$ cat src/rtl/srfcm_pkg.sv
`timescale 1ns / 1ps
// ----------------------------------------------------------------------------
// srfcm_pkg
// Shared types and constants for the serial ring buffer pair with
// character match.
// ----------------------------------------------------------------------------
package srfcm_pkg;

    typedef enum logic [2:0] {
        FUNC_PUT_TX   = 3'd0,
        FUNC_TX_DONE  = 3'd1,
        FUNC_RX_BYTE  = 3'd2,
        FUNC_READ_RX  = 3'd3,
        FUNC_FLUSH_TX = 3'd4,
        FUNC_FLUSH_RX = 3'd5
    } func_t;

    // per-cycle control for one ring
    typedef struct packed {
        logic push;
        logic pop;
        logic flush;
    } ring_ctrl_t;

    localparam logic [7:0] CHAR_CR = 8'h0D;
    localparam logic [7:0] CHAR_T  = 8'h74;
    localparam logic [7:0] CHAR_E  = 8'h65;
    localparam logic [7:0] CHAR_F  = 8'h66;
    localparam logic [7:0] CHAR_L  = 8'h4C;

    localparam int LEVEL_W = 7;

endpackage

$ cat src/rtl/srfcm_ring.sv
`timescale 1ns / 1ps
// ----------------------------------------------------------------------------
// srfcm_ring
// Byte ring buffer: storage array, read and write pointers, fill count and
// registered read data.
// ----------------------------------------------------------------------------
module srfcm_ring #(
    parameter int DEPTH  = 64,
    parameter int PTR_W  = $clog2(DEPTH),
    parameter int FILL_W = $clog2(DEPTH + 1)
) (
    input  logic                   clk,
    input  logic                   rst_n,
    input  srfcm_pkg::ring_ctrl_t  ctrl,
    input  logic [7:0]             wdata,
    output logic [7:0]             rdata,
    output logic [FILL_W-1:0]      fill,
    output logic                   empty,
    output logic                   full
);

    logic [7:0]        mem [DEPTH];
    logic [7:0]        rdata_reg;
    logic [PTR_W-1:0]  rd_ptr_reg, rd_ptr_next;
    logic [PTR_W-1:0]  wr_ptr_reg, wr_ptr_next;
    logic [FILL_W-1:0] fill_reg, fill_next;

    assign empty = (fill_reg == '0);
    assign full  = (fill_reg == FILL_W'(DEPTH));
    assign fill  = fill_reg;
    assign rdata = rdata_reg;

    always_comb
    begin
        rd_ptr_next = rd_ptr_reg;
        wr_ptr_next = wr_ptr_reg;
        fill_next   = fill_reg;
        if (ctrl.flush)
        begin
            rd_ptr_next = '0;
            wr_ptr_next = '0;
            fill_next   = '0;
        end
        else if (ctrl.push)
        begin
            wr_ptr_next = (wr_ptr_reg == PTR_W'(DEPTH - 1)) ? '0 : wr_ptr_reg + 1'b1;
            fill_next   = fill_reg + 1'b1;
        end
        else if (ctrl.pop)
        begin
            rd_ptr_next = (rd_ptr_reg == PTR_W'(DEPTH - 1)) ? '0 : rd_ptr_reg + 1'b1;
            fill_next   = fill_reg - 1'b1;
        end
    end

    always_ff @(posedge clk or negedge rst_n)
    begin
        if (!rst_n)
        begin
            rd_ptr_reg <= '0;
            wr_ptr_reg <= '0;
            fill_reg   <= '0;
        end
        else
        begin
            rd_ptr_reg <= rd_ptr_next;
            wr_ptr_reg <= wr_ptr_next;
            fill_reg   <= fill_next;
        end
    end

    // storage and registered read port
    always_ff @(posedge clk)
    begin
        if (ctrl.push && !ctrl.flush)
            mem[wr_ptr_reg] <= wdata;
        if (ctrl.pop && !ctrl.flush)
            rdata_reg <= mem[rd_ptr_reg];
    end

endmodule

$ cat src/rtl/srfcm_char_match.sv
`timescale 1ns / 1ps
// ----------------------------------------------------------------------------
// srfcm_char_match
// Mode-dependent matcher for received bytes: carriage return in command
// mode, t, e, f or L in data mode.
// ----------------------------------------------------------------------------
module srfcm_char_match (
    input  logic       command_mode,
    input  logic [7:0] data_byte,
    output logic       line_end,
    output logic       command_char
);

    logic is_cmd_char;

    assign is_cmd_char = (data_byte == srfcm_pkg::CHAR_T) ||
                         (data_byte == srfcm_pkg::CHAR_E) ||
                         (data_byte == srfcm_pkg::CHAR_F) ||
                         (data_byte == srfcm_pkg::CHAR_L);

    assign line_end     = command_mode && (data_byte == srfcm_pkg::CHAR_CR);
    assign command_char = !command_mode && is_cmd_char;

endmodule

$ cat src/rtl/serial_ring_fifo_with_char_match_unit.sv
`timescale 1ns / 1ps
// ----------------------------------------------------------------------------
// serial_ring_fifo_with_char_match_unit
// Transmit and receive byte rings for a serial port, with direct send,
// drop flags and received-character matching.
// ----------------------------------------------------------------------------
// One operation is taken on every clock cycle: busy is always low and start
// may stay high. Each transfer is registered in the input register,
// processed against the ring pointers and fill counts in the following cycle,
// and its result is registered in the result register and shown with done,
// one result per operation.
// The rate is set by the pointer and count update of each ring and its storage
// array with registered read data. The receiver cannot stall, so every result
// must be taken in the cycle it is shown.
// command_mode is written through cfg_we and cfg_data; the user must write it
// only while no operation is in flight, as the block does not enforce this.
// ----------------------------------------------------------------------------
module serial_ring_fifo_with_char_match_unit #(
    parameter int RING_DEPTH = 64
) (
    input  logic       clk,
    input  logic       rst_n,
    input  logic       start,
    output logic       busy,
    input  logic [2:0] func,
    input  logic [7:0] data_byte,
    input  logic       tx_ready,
    input  logic       cfg_we,
    input  logic       cfg_data,
    output logic       done,
    output logic       send_valid,
    output logic [7:0] send_byte,
    output logic [7:0] read_byte,
    output logic       read_empty,
    output logic [6:0] tx_level,
    output logic [6:0] rx_level,
    output logic       line_end_seen,
    output logic       command_char_seen,
    output logic       rx_dropped,
    output logic       tx_dropped
);

    localparam int FILL_W = $clog2(RING_DEPTH + 1);

    logic       command_mode_reg;
    logic       item_valid_reg;
    logic [2:0] func_reg;
    logic [7:0] data_reg;
    logic       ready_reg;

    srfcm_pkg::ring_ctrl_t tx_ctrl, rx_ctrl;
    logic [7:0]        tx_rdata, rx_rdata;
    logic [FILL_W-1:0] tx_fill, rx_fill;
    logic              tx_empty, tx_full, rx_empty, rx_full;
    logic              match_line_end, match_cmd_char;

    logic send_valid_next, from_ring_next, read_pop_next, read_empty_next;
    logic line_end_next, cmd_char_next, rx_drop_next, tx_drop_next;
    logic [7:0] direct_byte_next;

    logic done_reg, send_valid_reg, from_ring_reg, read_pop_reg, read_empty_reg;
    logic line_end_reg, cmd_char_reg, rx_drop_reg, tx_drop_reg;
    logic [7:0] direct_byte_reg;

    logic [FILL_W+srfcm_pkg::LEVEL_W-1:0] tx_fill_ext, rx_fill_ext;

    assign busy = 1'b0;

    always_ff @(posedge clk or negedge rst_n)
    begin
        if (!rst_n)
            command_mode_reg <= 1'b0;
        else if (cfg_we)
            command_mode_reg <= cfg_data;
    end

    // input register
    always_ff @(posedge clk or negedge rst_n)
    begin
        if (!rst_n)
            item_valid_reg <= 1'b0;
        else
            item_valid_reg <= start && !busy;
    end

    always_ff @(posedge clk)
    begin
        if (start && !busy)
        begin
            func_reg  <= func;
            data_reg  <= data_byte;
            ready_reg <= tx_ready;
        end
    end

    srfcm_ring #(
        .DEPTH (RING_DEPTH)
    ) u_tx_ring (
        .clk   (clk),
        .rst_n (rst_n),
        .ctrl  (tx_ctrl),
        .wdata (data_reg),
        .rdata (tx_rdata),
        .fill  (tx_fill),
        .empty (tx_empty),
        .full  (tx_full)
    );

    srfcm_ring #(
        .DEPTH (RING_DEPTH)
    ) u_rx_ring (
        .clk   (clk),
        .rst_n (rst_n),
        .ctrl  (rx_ctrl),
        .wdata (data_reg),
        .rdata (rx_rdata),
        .fill  (rx_fill),
        .empty (rx_empty),
        .full  (rx_full)
    );

    srfcm_char_match u_char_match (
        .command_mode (command_mode_reg),
        .data_byte    (data_reg),
        .line_end     (match_line_end),
        .command_char (match_cmd_char)
    );

    always_comb
    begin
        tx_ctrl          = '0;
        rx_ctrl          = '0;
        send_valid_next  = 1'b0;
        from_ring_next   = 1'b0;
        direct_byte_next = '0;
        read_pop_next    = 1'b0;
        read_empty_next  = 1'b0;
        line_end_next    = 1'b0;
        cmd_char_next    = 1'b0;
        rx_drop_next     = 1'b0;
        tx_drop_next     = 1'b0;
        if (item_valid_reg)
        begin
            unique case (func_reg)
                srfcm_pkg::FUNC_PUT_TX:
                begin
                    if (ready_reg && tx_empty)
                    begin
                        send_valid_next  = 1'b1;
                        direct_byte_next = data_reg;
                    end
                    else if (tx_full)
                        tx_drop_next = 1'b1;
                    else
                        tx_ctrl.push = 1'b1;
                end
                srfcm_pkg::FUNC_TX_DONE:
                begin
                    if (!tx_empty)
                    begin
                        tx_ctrl.pop     = 1'b1;
                        send_valid_next = 1'b1;
                        from_ring_next  = 1'b1;
                    end
                end
                srfcm_pkg::FUNC_RX_BYTE:
                begin
                    if (rx_full)
                        rx_drop_next = 1'b1;
                    else
                    begin
                        rx_ctrl.push  = 1'b1;
                        line_end_next = match_line_end;
                        cmd_char_next = match_cmd_char;
                    end
                end
                srfcm_pkg::FUNC_READ_RX:
                begin
                    if (rx_empty)
                        read_empty_next = 1'b1;
                    else
                    begin
                        rx_ctrl.pop   = 1'b1;
                        read_pop_next = 1'b1;
                    end
                end
                srfcm_pkg::FUNC_FLUSH_TX: tx_ctrl.flush = 1'b1;
                srfcm_pkg::FUNC_FLUSH_RX: rx_ctrl.flush = 1'b1;
                default: ;
            endcase
        end
    end

    // result register
    always_ff @(posedge clk or negedge rst_n)
    begin
        if (!rst_n)
        begin
            done_reg       <= 1'b0;
            send_valid_reg <= 1'b0;
            from_ring_reg  <= 1'b0;
            read_pop_reg   <= 1'b0;
            read_empty_reg <= 1'b0;
            line_end_reg   <= 1'b0;
            cmd_char_reg   <= 1'b0;
            rx_drop_reg    <= 1'b0;
            tx_drop_reg    <= 1'b0;
        end
        else
        begin
            done_reg       <= item_valid_reg;
            send_valid_reg <= send_valid_next;
            from_ring_reg  <= from_ring_next;
            read_pop_reg   <= read_pop_next;
            read_empty_reg <= read_empty_next;
            line_end_reg   <= line_end_next;
            cmd_char_reg   <= cmd_char_next;
            rx_drop_reg    <= rx_drop_next;
            tx_drop_reg    <= tx_drop_next;
        end
    end

    always_ff @(posedge clk)
    begin
        direct_byte_reg <= direct_byte_next;
    end

    // ring read data is already registered, so only a select remains here
    assign done              = done_reg;
    assign send_valid        = send_valid_reg;
    assign send_byte         = !send_valid_reg ? 8'h00 :
                               (from_ring_reg ? tx_rdata : direct_byte_reg);
    assign read_byte         = read_pop_reg ? rx_rdata : 8'h00;
    assign read_empty        = read_empty_reg;
    assign line_end_seen     = line_end_reg;
    assign command_char_seen = cmd_char_reg;
    assign rx_dropped        = rx_drop_reg;
    assign tx_dropped        = tx_drop_reg;

    // fill counts hold the state after the item being shown
    assign tx_fill_ext = {{srfcm_pkg::LEVEL_W{1'b0}}, tx_fill};
    assign rx_fill_ext = {{srfcm_pkg::LEVEL_W{1'b0}}, rx_fill};
    assign tx_level    = tx_fill_ext[srfcm_pkg::LEVEL_W-1:0];
    assign rx_level    = rx_fill_ext[srfcm_pkg::LEVEL_W-1:0];

    a_tx_fill_bound: assert property (@(posedge clk) disable iff (!rst_n)
        tx_fill <= FILL_W'(RING_DEPTH))
        else $error("transmit fill count beyond ring depth");

    a_result_follows: assert property (@(posedge clk) disable iff (!rst_n)
        (start && !busy) |-> ##2 done)
        else $error("accepted transfer produced no result");

    a_rx_drop_full: assert property (@(posedge clk) disable iff (!rst_n)
        rx_dropped |-> (rx_fill == FILL_W'(RING_DEPTH)))
        else $error("receive byte dropped while ring not full");

    a_tx_flush: assert property (@(posedge clk) disable iff (!rst_n)
        (item_valid_reg && func_reg == srfcm_pkg::FUNC_FLUSH_TX) |=> (tx_fill == '0))
        else $error("transmit ring not empty after flush");

    a_no_send_and_read: assert property (@(posedge clk) disable iff (!rst_n)
        done |-> !(send_valid && (read_empty || rx_dropped)))
        else $error("transmit and receive results in one operation");

endmodule
$ cat config.mk
export PLATFORM = sky130hd
export DESIGN_NAME = serial_ring_fifo_with_char_match_unit
export DESIGN_NICKNAME = d
export VERILOG_FILES = /design/src/rtl/srfcm_pkg.sv /design/src/rtl/srfcm_ring.sv /design/src/rtl/srfcm_char_match.sv /design/src/rtl/serial_ring_fifo_with_char_match_unit.sv
export SDC_FILE = /design/constraint.sdc
export NUM_CORES = 1
export LEC_CHECK = 0
export ABC_AREA = 0
export BUFFER_PORTS_ARGS = -buffer_cell sky130_fd_sc_hd__buf_2
export CAP_MARGIN = 20
export CORE_MARGIN = 1
export CORE_UTILIZATION = 45
export CTS_BUF_LIST = sky130_fd_sc_hd__clkbuf_8
export DETAILED_ROUTE_END_ITERATION = 12
export PLACE_DENSITY = 0.57
export SLEW_MARGIN = 0
export SYNTH_ARGS = -nofsm -noshare
export SYNTH_HDL_FRONTEND = slang
export SYNTH_SLANG_ARGS = --single-unit
$ cat constraint.sdc
create_clock -name clk -period 5.2 [get_ports clk]
set_clock_uncertainty 0.15 [all_clocks]
set_input_delay 0 -clock clk [delete_from_list [all_inputs] [get_ports clk]]
set_output_delay 0 -clock clk [all_outputs]
set_load 0.02 [all_outputs]
; ---- Word-level counts from Yosys, hierarchy flattened
; Memory sizes are Yosys's and may differ from the RTL's. A register that Yosys moved wholly into a read port is not among the register bits.
; Cells that the tools add are included.
[classes]
reduce_logical = 25
add_sub_neg = 8
eq_ne = 18
n_mux = 61
[op_table]
columns = cell, n
row1 = 6-bit 2-to-1 mux, 14
row2 = 7-bit 2-to-1 mux, 6
row3 = 1-bit 2-to-1 mux, 35
row4 = 8-bit by 7-bit == test with 1-bit output (second input constant), 4
row5 = 6-bit by 1-bit adder with 6-bit output (second input constant), 4
row6 = 6-bit == test (second input constant), 4
row7 = 8-bit 2-to-1 mux, 3
row8 = 7-bit by 1-bit adder with 7-bit output (second input constant), 2
row9 = 7-bit == test (second input constant), 2
row10 = 7-bit zero test, 2
row11 = 7-bit by 1-bit subtractor with 7-bit output (second input constant), 2
row12 = 8-bit by 4-bit == test with 1-bit output (second input constant), 1
row13 = 2-bit nonzero test, 4
row14 = 1-bit logical AND, 7
row15 = 3-bit by 2-bit == test with 1-bit output (second input constant), 2
row16 = 3-bit == test (second input constant), 2
row17 = 3-bit 2-to-1 mux, 2
row18 = 3-bit nonzero test, 2
row19 = 2-bit inequality test (second input constant), 2
row20 = 2-bit AND reduction, 2
row21 = 3-bit by 1-bit == test with 1-bit output (second input constant), 1
row22 = 1-bit zero test, 3
row23 = 3-bit zero test, 1
row24 = 1-bit logical OR, 3
row25 = 2 further kinds, 2
[word_totals]
word_cells = 135
out_inout_bits = 38
ramBits = 1024
inputBits = 17
regBits = 69
n_memories = 2
[memory_table]
columns = memory, words, word_bits, rd, rd_ports_with_merged_regs, wr, line
row1 = u_rx_ring.mem, 64, 8, 1, 1, 1, srfcm_ring.sv:22  ; logic [7:0] mem [DEPTH];
row2 = u_tx_ring.mem, 64, 8, 1, 1, 1, srfcm_ring.sv:22

; ---- Longest topological paths before layout
[depth]
word_depth = 9
depth_mapped = 12

; ---- Hierarchy
; A second synthesis with hierarchy kept.
[hier_totals]
hier_cells = 2221
hier_area_um2 = 43763.2
[by_module_without_submodules]
columns = module, cells_each, n_inst, area_each_um2
row1 = srfcm_ring (u_tx_ring), 1081, 1, 21350.5
row2 = srfcm_ring (u_rx_ring), 1037, 1, 21110.2
row3 = serial_ring_fifo_with_char_match_unit, 90, 1, 1207.4
row4 = srfcm_char_match, 13, 1, 95.1

; ---- Worst setup path before layout
; OpenSTA, ideal clock, no wires.
[synth_timing]
kind = register to register
startpoint = reg u_rx_ring.fill_reg[2] (netlist: u_rx_ring.fill[2])
endpoint = reg u_rx_ring.fill_reg[6] (netlist: u_rx_ring.fill[6])
n_path_buf = 1
arrival_ns = 2.887
path_stages_with_launch = 13
setup_slack_ns = 2.059
path_cell_list = dfrtp_1 > nor4_1 > nand3_1 > nand2b_1 > inv_2 > buf_2 > fa_1 > nor2b_1 > o21a_1 > o21ai_0 > a21oi_1 > xnor2_1 > a221oi_1
[synth_via]
elab_chain_cells = 6
[synth_lines]
columns = item, line
row1 = "start, declared", srfcm_ring.sv:26  ; logic [FILL_W-1:0] fill_reg, fill_next;
row2 = "start signal, assigned", srfcm_ring.sv:68  ; fill_reg <= fill_next;
row3 = branches (longest 6 deep; another with 7-bit by 1-bit subtractor with 7-bit output), -
; Several ways; the timed one is not identified. The select of a mux whose other input is x is not followed.
; A chain may end at the register's enable or synchronous reset.

; ---- Worst setup path after layout
; Ends and elaborated chain as after synthesis.

==> results.cfg <==
[worst_setup_path]
cp.required_ns = 5.75
slowest_stage = nor4_1
critPathArrivalTime_ns = 4.24
path_cells = nor4_1 > nand3_1 > nand2b_1 > inv_2 > fa_1 > nor2b_1 > o21a_1 > o21ai_0 > a21oi_1 > xnor2_1 > a221oi_1
rr_worst_depth = 11
cp-start-kind = register
setup.worst_path.class = reg -> reg
slowest_delay_ns = 0.63
worst-path-max-fanout = 14
end_kind = register

[sta]
rsz0062_at_grt = false
max_slew_margin = 0.2896
hold_violations = 0
final.setup.tns_ns = 0
fin_crit_sh = 0.7101
final-setup-viol-count = 0
tightest_slew_ns = 1.066
layout_min_cycle_time_ns = 3.693
fmax_ghz = 0.2708
slew_violations = 0

[floorplan]
io_pins = 55
fp.dieW_um = 313.3
die_h_um = 313.3
die-area_sq_um = 98160
core_sq_um = 95440
start_util = 0.4570
num_rows = 113

[detailed_routing]
detail_route.first_pass.iterations = 7
ant_nets = 0
wl_per_cell_um = 26.69
routed_wl_um = 101300
route.detailed.drc = 0
drt_iter0_drc = 1850
num_vias = 21740
vias_per_cell = 5.730

[grt]
grt_overflow = 0
grt_usage = 0.2088
first_global_vias = 22470
grt_pass1_wl_um = 149700
grt_max_degree = 132
antenna_found_initial = 1

[cts]
clockRootBuffer = clkbuf_8
cts-buffers-inserted = 175
cts_htree_levels = 4
ctsHoldBuffers = 30
clk_latency_ns = 0.83
clkTransAtPathRegs_ns = 0.06
clock-sinks = 1109
cts_setup_buffers = 0
cts_buffer_depth = 3
cts_resized = 0
cts_tree = built

[placement]
dp_cells = 3445
hpwl_um = 60250
gp_congestion = 0.8373
io_buffers = 53

[final_layout]
final_net_count = 2422
areaGrowthSynthToFinish_pct = 11.89
layout-drive-gt1-share = 0.2319
top_regs = u_rx_ring.mem (512), u_tx_ring.mem (512)
fin_cells = 3794

[logic_synthesis]
synth_top_area_cell = edfxtp_1
synth-async-reset-ratio = 0.04418
yosysWarnings = 0
seq_area_frac_synth = 0.7562
synth-main-ff-cell = edfxtp_1
synth_top_area_share = 0.7244
yosys-top-cells-area = edfxtp_1 72%, mux4_2 13%, dfrtp_1 2.8%
postSynthCellCount = 2219
ys_ff_latch = 1109
synthesis.area_sq_um = 43610
synthTopCellsByCount = 1052 x edfxtp_1, 243 x mux4_2, 176 x nor2_1
avgSynthCellArea_sq_um = 19.65
synth_most_common_cell = edfxtp_1
yosys.cell_types.count = 59
syn_nets = 2253
synth_edf_count = 1052

[min_path]
hold_depth = 4
min-delay-path-class = in -> reg

[pwr]
power.density_nw_per_um2 = 444.4
p_leak_nw = 15.63
ir_worst_vdd_mv = 0.3024

[outcome]
status = completed

[job]
maxCapViolCount = 0
-- stage by stage --
step	utilization	total power [mW]	area (sq um)	hold slack (ns)	setup WS, ns
finish	0.5113	21.68	48790	0.05546	1.507
global route	0.5113	22.53	48790	0.05119	1.190
CTS	0.5111	21.92	48780	0.01825	1.337
detailed placement	0.4732	14.91	45160	0.02922	1.326
global placement	0.4732	14.86	45160	0.01059	1.481
floorplan	-	13.68	43610	-0.4456	2.059
-- cells by family (layout without fill, tap and decap cells) --
family / Yosys count / in the layout / synth area share
XOR/XNOR: 14 / 14 / 0.002811
multiplexers: 294 / 294 / 0.1372
AND/OR/NAND/NOR: 410 / 410 / 0.04367
AO/OA/AOI/OAI: 226 / 226 / 0.03764
other: 1 / 3 / 0.00008599
buffers and inverters: 148 / 456 / 0.01721
adder cells (fa/ha/maj): 17 / 17 / 0.005222
flip-flops: 1109 / 1109 / 0.7562
-- power by group --
part | internal (mW) | switching [mW]
combinational | 2.01 | 2.29
sequential | 9.99 | 0.406
clock | 3.61 | 3.39
-- worst max-delay path, delay by kind of cell, from the launching register on --
kind | cells | cell delay (ns)
compound gates | 4 | 0.83
fa+ha+maj | 1 | 0.42
buf+inv | 1 | 0.24
simple gates | 4 | 1.41
flops | 1 | 0.42
xor+xnor | 1 | 0.11
-- final cells by class --
| class | instances | area [sq um] |
|---|---|---|
| Clock buffer | 184 | 2532 |
| Inverter | 21 | 78.83 |
| Fill cell | 7685 | 46640 |
| Antenna cell | 2 | 5.005 |
| Timing Repair Buffer | 119 | 914.6 |
| Tap cell | 1265 | 1583 |
| Multi-Input combinational cell | 962 | 9899 |
| Sequential cell | 1109 | 32990 |
| Clock inverter | 132 | 789.5 |
-- path summary, 6_finish.rpt --
kind,slack [ns],end,from
worst max-delay path,1.51,u_rx_ring.fill[6],u_rx_ring.fill[2]
worst min register to register,0.33,command_char_seen,command_mode_reg
worst max register to register,1.51,u_rx_ring.fill[6],u_rx_ring.fill[2]
worst min-delay path,0.06,command_mode_reg,cfg_data
max in group asynchronous,4.07,u_tx_ring.rd_ptr_reg[0],rst_n
min in group asynchronous,0.25,command_char_seen,rst_n
-- cell usage in the layout, fill, tap and decap left out, types with 39 or more instances in the layout --
master	synthesis	layout
o21ai_0	40	40
nand3_1	39	39
mux4_2	243	243
nor2_1	176	174
a22oi_1	50	50
mux2i_1	51	51
buf_2	25	53
inv_1	18	75
dfrtp_1	49	45
nand2_1	82	82
edfxtp_1	1052	1052
clkbuf_8	0	184
-- layer usage --
metal  track usage  routed length, um  part of all wire  vias up
li1              -                  -                 -     9443
met1        0.2936              44100              0.44    11380
met2        0.3337              49120              0.49      749
met3       0.03490               5566             0.055      172
met4       0.07007               2471             0.024        0
met5             0                  0                 0        -
No activity file was read; power rests on OpenSTA's default activity.
